**src/design/olt_pkg.sv**
```systemverilog
// ----------------------------------------------------------------------------
// olt_pkg
// Shared types and constants for the ordered list table engine.
// ----------------------------------------------------------------------------
package olt_pkg;

	localparam int CAPACITY = 32;
	localparam int IDX_W    = $clog2(CAPACITY);
	localparam int CNT_W    = $clog2(CAPACITY + 1);
	localparam int DATA_W   = 32;

	typedef enum logic [2:0] {
		K_APPEND  = 3'd0,
		K_INSERT  = 3'd1,
		K_EXTRACT = 3'd2,
		K_FIND    = 3'd3,
		K_DELETE  = 3'd4
	} kind_t;

	typedef enum logic [1:0] {
		ST_OK      = 2'd0,
		ST_FULL    = 2'd1,
		ST_RANGE   = 2'd2,
		ST_MISSING = 2'd3
	} status_t;

	typedef enum logic [1:0] {
		OP_NONE   = 2'd0,
		OP_APPEND = 2'd1,
		OP_INSERT = 2'd2,
		OP_REMOVE = 2'd3
	} cell_op_t;

	typedef struct packed {
		cell_op_t           op;
		logic [IDX_W-1:0]   pos;
		logic [CNT_W-1:0]   cnt;
		logic [DATA_W-1:0]  value;
	} cell_ctl_t;

endpackage

```
**src/design/olt_cell.sv**
```systemverilog
// ----------------------------------------------------------------------------
// olt_cell
// One list slot: holds an element, takes from a neighbor on insert/remove,
// compares against the broadcast value.
// ----------------------------------------------------------------------------
module olt_cell (
	input  logic                       clk,
	input  logic [olt_pkg::IDX_W-1:0]  idx,
	input  olt_pkg::cell_ctl_t         ctl,
	input  logic [olt_pkg::DATA_W-1:0] from_left,
	input  logic [olt_pkg::DATA_W-1:0] from_right,
	output logic [olt_pkg::DATA_W-1:0] data,
	output logic [olt_pkg::DATA_W-1:0] sel_data,
	output logic                       match
);

	logic [olt_pkg::DATA_W-1:0] data_q;
	logic [olt_pkg::CNT_W-1:0]  idx_ext;

	assign idx_ext  = olt_pkg::CNT_W'(idx);
	assign data     = data_q;
	assign sel_data = (idx == ctl.pos) ? data_q : '0;
	assign match    = (idx_ext < ctl.cnt) && (data_q == ctl.value);

	always_ff @(posedge clk) begin
		case (ctl.op)
			olt_pkg::OP_APPEND: begin
				if (idx_ext == ctl.cnt) data_q <= ctl.value;
			end
			olt_pkg::OP_INSERT: begin
				if (idx > ctl.pos) data_q <= from_left;
				else if (idx == ctl.pos) data_q <= ctl.value;
			end
			olt_pkg::OP_REMOVE: begin
				if (idx >= ctl.pos) data_q <= from_right;
			end
			default: ;
		endcase
	end

endmodule

```
**src/design/ordered_list_table_engine_top.sv**
```systemverilog
// ----------------------------------------------------------------------------
// ordered_list_table_engine_top
// Packed list of signed elements held in a row of shifting cells.
// Result strobe comes in the cycle after the transfer; a delete run of N > 0
// elements is done as single-place left shifts, one per cycle, and strobes
// after the last shift. One request per cycle for all other kinds; busy during a run.
// Reset: asynchronous, clears fill count, state and strobe; cell contents
// are undefined until written. The receiver cannot stall.
// ----------------------------------------------------------------------------
module ordered_list_table_engine_top (
	input  logic                       clk,
	input  logic                       arst_n,
	input  logic                       start,
	output logic                       busy,
	input  logic [2:0]                 kind,
	input  logic [olt_pkg::IDX_W-1:0]  position,
	input  logic signed [31:0]         value,
	input  logic [5:0]                 run_length,
	output logic                       done,
	output logic [1:0]                 status,
	output logic signed [31:0]         data_out,
	output logic [olt_pkg::IDX_W-1:0]  found_at,
	output logic [olt_pkg::CNT_W-1:0]  fill
);

	typedef enum logic [1:0] {
		S_IDLE = 2'b01,
		S_RUN  = 2'b10
	} state_t;

	localparam int CAP = olt_pkg::CAPACITY;

	state_t                      state_q, state_d;
	logic [olt_pkg::CNT_W-1:0]   count_q, count_d;
	logic [olt_pkg::IDX_W-1:0]   pos_q;
	logic [5:0]                  left_q, left_d;

	logic                        done_q, done_d;
	olt_pkg::status_t            status_q, status_d;
	logic [31:0]                 data_q, data_d;
	logic [olt_pkg::IDX_W-1:0]   found_q, found_d;

	olt_pkg::cell_ctl_t          ctl;
	logic [olt_pkg::DATA_W-1:0]  cell_data [CAP];
	logic [olt_pkg::DATA_W-1:0]  cell_sel  [CAP];
	logic [CAP-1:0]              cell_match;
	logic [olt_pkg::DATA_W-1:0]  ext_data;
	logic [olt_pkg::IDX_W-1:0]   hit_idx;
	logic                        hit;
	logic                        accept;
	logic [olt_pkg::CNT_W-1:0]   pos_ext;
	logic [6:0]                  run_end;
	logic                        full;

	assign accept  = start && !busy;
	assign busy    = (state_q == S_RUN);
	assign pos_ext = olt_pkg::CNT_W'(position);
	assign run_end = 7'(position) + 7'(run_length);
	assign full    = (count_q >= olt_pkg::CNT_W'(CAP));

	genvar g;
	generate
		for (g = 0; g < CAP; g++) begin : g_cell
			olt_cell u_cell (
				.clk        (clk),
				.idx        (olt_pkg::IDX_W'(g)),
				.ctl        (ctl),
				.from_left  ((g == 0) ? '0 : cell_data[(g == 0) ? 0 : g - 1]),
				.from_right ((g == CAP - 1) ? '0 : cell_data[(g == CAP - 1) ? g : g + 1]),
				.data       (cell_data[g]),
				.sel_data   (cell_sel[g]),
				.match      (cell_match[g])
			);
		end
	endgenerate

	always_comb begin
		ext_data = '0;
		hit      = 1'b0;
		hit_idx  = '0;
		for (int i = CAP - 1; i >= 0; i--) begin
			ext_data = ext_data | cell_sel[i];
			if (cell_match[i]) begin
				hit     = 1'b1;
				hit_idx = olt_pkg::IDX_W'(i);
			end
		end
	end

	always_comb begin
		state_d   = state_q;
		count_d   = count_q;
		left_d    = left_q;
		done_d    = 1'b0;
		status_d  = olt_pkg::ST_OK;
		data_d    = '0;
		found_d   = '0;
		ctl.op    = olt_pkg::OP_NONE;
		ctl.pos   = position;
		ctl.cnt   = count_q;
		ctl.value = value;

		unique case (state_q)
			S_IDLE: begin
				if (accept) begin
					done_d = 1'b1;
					case (kind)
						olt_pkg::K_APPEND: begin
							if (full) begin
								status_d = olt_pkg::ST_FULL;
							end else begin
								ctl.op  = olt_pkg::OP_APPEND;
								count_d = count_q + olt_pkg::CNT_W'(1);
							end
						end
						olt_pkg::K_INSERT: begin
							if (pos_ext >= count_q) begin
								status_d = olt_pkg::ST_RANGE;
							end else if (full) begin
								status_d = olt_pkg::ST_FULL;
							end else begin
								ctl.op  = olt_pkg::OP_INSERT;
								count_d = count_q + olt_pkg::CNT_W'(1);
							end
						end
						olt_pkg::K_EXTRACT: begin
							if (pos_ext >= count_q) begin
								status_d = olt_pkg::ST_RANGE;
							end else begin
								ctl.op  = olt_pkg::OP_REMOVE;
								data_d  = ext_data;
								count_d = count_q - olt_pkg::CNT_W'(1);
							end
						end
						olt_pkg::K_FIND: begin
							if (hit) found_d = hit_idx;
							else status_d = olt_pkg::ST_MISSING;
						end
						olt_pkg::K_DELETE: begin
							if (run_end > 7'(count_q)) begin
								status_d = olt_pkg::ST_RANGE;
							end else if (run_length != '0) begin
								done_d  = 1'b0;
								ctl.op  = olt_pkg::OP_REMOVE;
								count_d = count_q - olt_pkg::CNT_W'(1);
								left_d  = run_length - 6'd1;
								if (run_length != 6'd1) state_d = S_RUN;
								else done_d = 1'b1;
							end
						end
						default: status_d = olt_pkg::ST_RANGE;
					endcase
				end
			end
			S_RUN: begin
				ctl.op  = olt_pkg::OP_REMOVE;
				ctl.pos = pos_q;
				count_d = count_q - olt_pkg::CNT_W'(1);
				left_d  = left_q - 6'd1;
				if (left_q == 6'd1) begin
					state_d = S_IDLE;
					done_d  = 1'b1;
				end
			end
			default: state_d = S_IDLE;
		endcase
	end

	always_ff @(posedge clk or negedge arst_n) begin
		if (!arst_n) begin
			state_q <= S_IDLE;
			count_q <= '0;
			done_q  <= 1'b0;
		end else begin
			state_q <= state_d;
			count_q <= count_d;
			done_q  <= done_d;
		end
	end

	always_ff @(posedge clk) begin
		left_q   <= left_d;
		status_q <= status_d;
		data_q   <= data_d;
		found_q  <= found_d;
		if (accept) pos_q <= position;
	end

	assign done     = done_q;
	assign status   = status_q;
	assign data_out = data_q;
	assign found_at = found_q;
	assign fill     = count_q;

endmodule

```
**config.mk**
```make
export PLATFORM = sky130hd
export DESIGN_NAME = ordered_list_table_engine_top
export DESIGN_NICKNAME = d
export VERILOG_FILES = /design/src/design/olt_pkg.sv /design/src/design/olt_cell.sv /design/src/design/ordered_list_table_engine_top.sv
export SDC_FILE = /design/constraint.sdc
export NUM_CORES = 2
export LEC_CHECK = 0
export BUFFER_PORTS_ARGS = -buffer_cell sky130_fd_sc_hd__buf_2
export CAP_MARGIN = 20
export CORE_ASPECT_RATIO = 1.1
export CORE_UTILIZATION = 59
export CTS_CLUSTER_SIZE = 25
export DETAILED_ROUTE_END_ITERATION = 16
export GPL_ROUTABILITY_DRIVEN = 1
export HOLD_SLACK_MARGIN = 0.12
export PLACE_DENSITY = 0.76
export SYNTH_ARGS = -nofsm -noshare
export SYNTH_HDL_FRONTEND = slang
export SYNTH_HIERARCHICAL = 1
export SYNTH_SLANG_ARGS = --single-unit
```
**constraint.sdc**
```tcl
create_clock -name clk -period 7.75 [get_ports clk]
set_clock_uncertainty 0.2 [all_clocks]
set_input_delay 1.55 -clock clk [delete_from_list [all_inputs] [get_ports clk]]
set_output_delay 1.55 -clock clk [all_outputs]
set_load 0.01 [all_outputs]
```
==> flow_summary_export.csv <==
group,metric,value,unit
critical_path,startpoint_type,"register",
pwr,p_sw,0.00709,W
worst_hold_path,hp-start,"state_q[0]",
sta,max_freq,150,MHz
pwr,p_leak,36.7,nW
sta,setup_ws,1.10,ns
sta,setup_viol,0,
pwr,seqPwrFrac,39.2,%
floorplan,io_pins,96,
logic_synthesis,ys_seq_area_share,35.5,%
detailed_routing,dr.pass1.iters,14,
detailed_routing,drc,0,
logic_synthesis,synth_top_flop_cell,"edfxtp_1",
cts,postCtsSetupBuffers,0,
cts,cts_resized,0,
pwr,internal_power,0.0123,W
sta,slew_headroom,-27.3,%
logic_synthesis,synth_area,90400,µm²
global_routing,first_global_vias,79300,
floorplan,core,152000,µm²
worst_hold_path,min_path_type,"reg -> reg",
cts,cts_buffer_depth,3,
place,pre_cts_ws,1.05,ns
global_routing,grt_pass1_wl,552000,µm
detailed_routing,vias_per_cell,7.42,
final_layout,final_common_cell,"edfxtp_1",
global_routing,grt_overflow,0,
place,port_buffers,95,
pwr,clkPwrFrac,31.8,%
critical_path,critPathArrivalTime,7.14,ns
final_layout,nNetsFinal,9519,
critical_path,cp.required,8.24,ns
sta,finalMaxSlewViolations,35,
critical_path,r2r_slack,1.10,ns
final_layout,area_growth,9.36,%
status,outcome,"finished, violations left",
cts,path_clk_slew,0.06,ns
pwr,swShare,36.6,%
pwr,peakVddDrop,0.206,mV
critical_path,path_delay_family,"simple AND/OR/NAND/NOR gates",
place,place_congestion,1.06,
critical_path,crit_path_cell_trace,"inv_1, ha_1, buf_4, mux2_2, buf_4, inv_1, ha_1, and4_4, and3_1, nor4_1, nand4_1, nor2_1, nor2_1",
floorplan,initial_utilization,59.5,%
sta,fin_setup_tns,0,ns
critical_path,reg2reg_depth,13,
critical_path,cp_max_fo,34,
sta,post-route-min-period,6.65,ns
flow_run,max-cap-violations,0,
floorplan,fp.dieArea,155000,µm²
final_layout,drive_gt1_share,13.9,%
status,violations,"max-slew violations",
critical_path,critPathSlowestCell,"nor4_1",
sta,worst_slew_pin_slew,1.91,ns
global_routing,grt_antenna_before_repair,45,
place,hpwl,263000,µm
critical_path,path_class,"reg -> reg",
logic_synthesis,synthDistinctLibCells,76,
final_layout,layout_common_cells,"edfxtp_1, xor2_1, and2_1",
global_routing,grt_max_degree,65,
critical_path,worstReg2RegStart,"state_q[0]",
critical_path,critPathBufInv,4,
floorplan,die_w,375,µm
detailed_routing,wl_per_cell,34.4,µm
logic_synthesis,ys_seq_elements,1083,
critical_path,cp_slowest_stage_delay,1.04,ns
cts,hold_buffers,0,
logic_synthesis,synth_edf_count,1035,
floorplan,fp.dieH,412,µm
logic_synthesis,synth-async-reset-ratio,0.831,%
cts,htree_levels,4,
logic_synthesis,syn_inst,8825,
detailed_routing,ant_nets,0,
sta,period_share,85.8,%
cts,tritoncts,"built",
pwr,power_density,196,nW/µm²
logic_synthesis,synth.avg_cell_area,10.2,µm²
cts,clkLatencyLatePin,0.83,ns
sta,report.final.hold_viol_count,0,
worst_hold_path,holdPathEnd,"state_q[0]",
detailed_routing,vias,83300,
detailed_routing,wirelength,386000,µm
pwr,combPwrFrac,29.0,%
critical_path,reg2reg_to,"data_out[23]",
critical_path,endpoint_kind,"register",
sta,rsz0062_at_grt,"no",
cts,root_buffer,"clkbuf_16",
cts,cts.sinks,1083,
global_routing,track_usage,48.6,%
detailed_routing,drtIter0Drc,13400,
logic_synthesis,synth_warnings,6,
floorplan,num_rows,150,
worst_hold_path,holdPathStages,1,
cts,numCtsBuffers,131,
## power by group through the flow
| stage | Clock (W) | Combinational, W | Sequential [W] |
|---|---|---|---|
| after detailed placement | 0 | 0.00520 | 0.00766 |
| after global placement | 0 | 0.00496 | 0.00765 |
| final | 0.00617 | 0.00561 | 0.00759 |
| after floorplan | 0 | 0.00330 | 0.00738 |
| after CTS | 0.00612 | 0.00522 | 0.00754 |
| after global routing | 0.00631 | 0.00586 | 0.00759 |
## layer usage
metal | routed length, µm | GRT usage, %
met3 | 54300 | 18.7
met2 | 159000 | 70.5
met1 | 126000 | 54.5
met4 | 46600 | 46.7
met5 | 290 | 0.557
## synthesized netlist by cell type (41+ instances only)
cell type  instances  area, µm²
and2_1           661       4140
buf_6            109       1230
nand2_1           74        278
nand3_1           51        255
inv_1            350       1310
nor2b_1           76        475
xor2_1          1026       8990
nor2_1           186        698
and3_1           387       2420
edfxtp_1        1035      31100
nor4_1           522       3270
ha_1             346       4330
nand4_1          125        782
o311a_1          620       6210
a211oi_1          50        375
a211o_1          610       5340
buf_2            242       1210
nor3_1            41        205
o21ai_0           88        440
o221a_1          348       3920
nand2b_1         611       3820
or2_2            373       2330
a21oi_1           58        290
a21o_1            59        443
clkbuf_1         300       1130
## final cells by class
class	instances	area (µm²)
diodes	23	57.6
clock buffers	174	3660
clock inverters	59	440
fillers	12200	53200
inverters	350	1310
multi-input cells	7083	55000
flip-flops and latches	1083	32100
well taps	1976	2470
repair buffers	474	3830
## state kept, by name (all words and copies together) (netlist names)
name                count
data_out               32
done                    1
fill                    6
found_at                5
g_cell.u_cell/data   1024
left_q                  6
pos_q                   5
state_q                 2
status                  2
## kinds of logic (layout without fill, tap and decap cells)
kind of cell | after synthesis | count (layout) | share of synthesized area [%]
and+or+nand+nor | 3222 | 3222 | 21.9
buffers and inverters | 1009 | 1057 | 5.46
xor gates and xnor gates | 1041 | 1041 | 10.1
other | 2 | 375 | 0.00831
AOI/OAI and AO/OA | 2113 | 2113 | 22.1
adders and majority gates | 347 | 347 | 4.81
muxes | 8 | 8 | 0.0941
DFF | 1083 | 1083 | 35.5
## metrics by stage
step	utilization [%]	total power, W	hold WS, ns	std cells	area, µm²
3_3_place_gp	61.9	0.0126	0.308	10900	94200
6_report	65.0	0.0194	0.336	11200	98800
5_1_grt	65.0	0.0198	0.353	11200	98800
4_1_cts	64.7	0.0189	0.335	11200	98400
3_5_place_dp	62.0	0.0129	0.326	10900	94300
2_1_floorplan	-	0.0107	0.303	9175	91700
## worst max-delay path by stage
stage,cells past startpoint,endpoint,slack [ns],from
2_1_floorplan,12,g_cell[10].u_cell/data[0],0.18,position[0]
3_5_place_dp,16,g_cell[6].u_cell/data[15],1.05,position[0]
6_report,13,data_out[23],1.10,state_q[0]
5_1_grt,13,data_out[23],1.37,state_q[0]
3_3_place_gp,17,g_cell[15].u_cell/data[9],1.09,position[0]
4_1_cts,13,data_out[20],1.83,state_q[0]
## worst reg2reg max path: stages (launching register included)
cell     delay, ns
dfstp_2       0.54
inv_1         0.04
ha_1          0.38
buf_4         0.29
mux2_2        0.97
buf_4         0.52
inv_1         0.08
ha_1          0.34
and4_4        0.31
and3_1        0.27
nor4_1        1.04
nand4_1       0.80
nor2_1        0.64
nor2_1        0.10
Power figures use the tool's default switching activity.
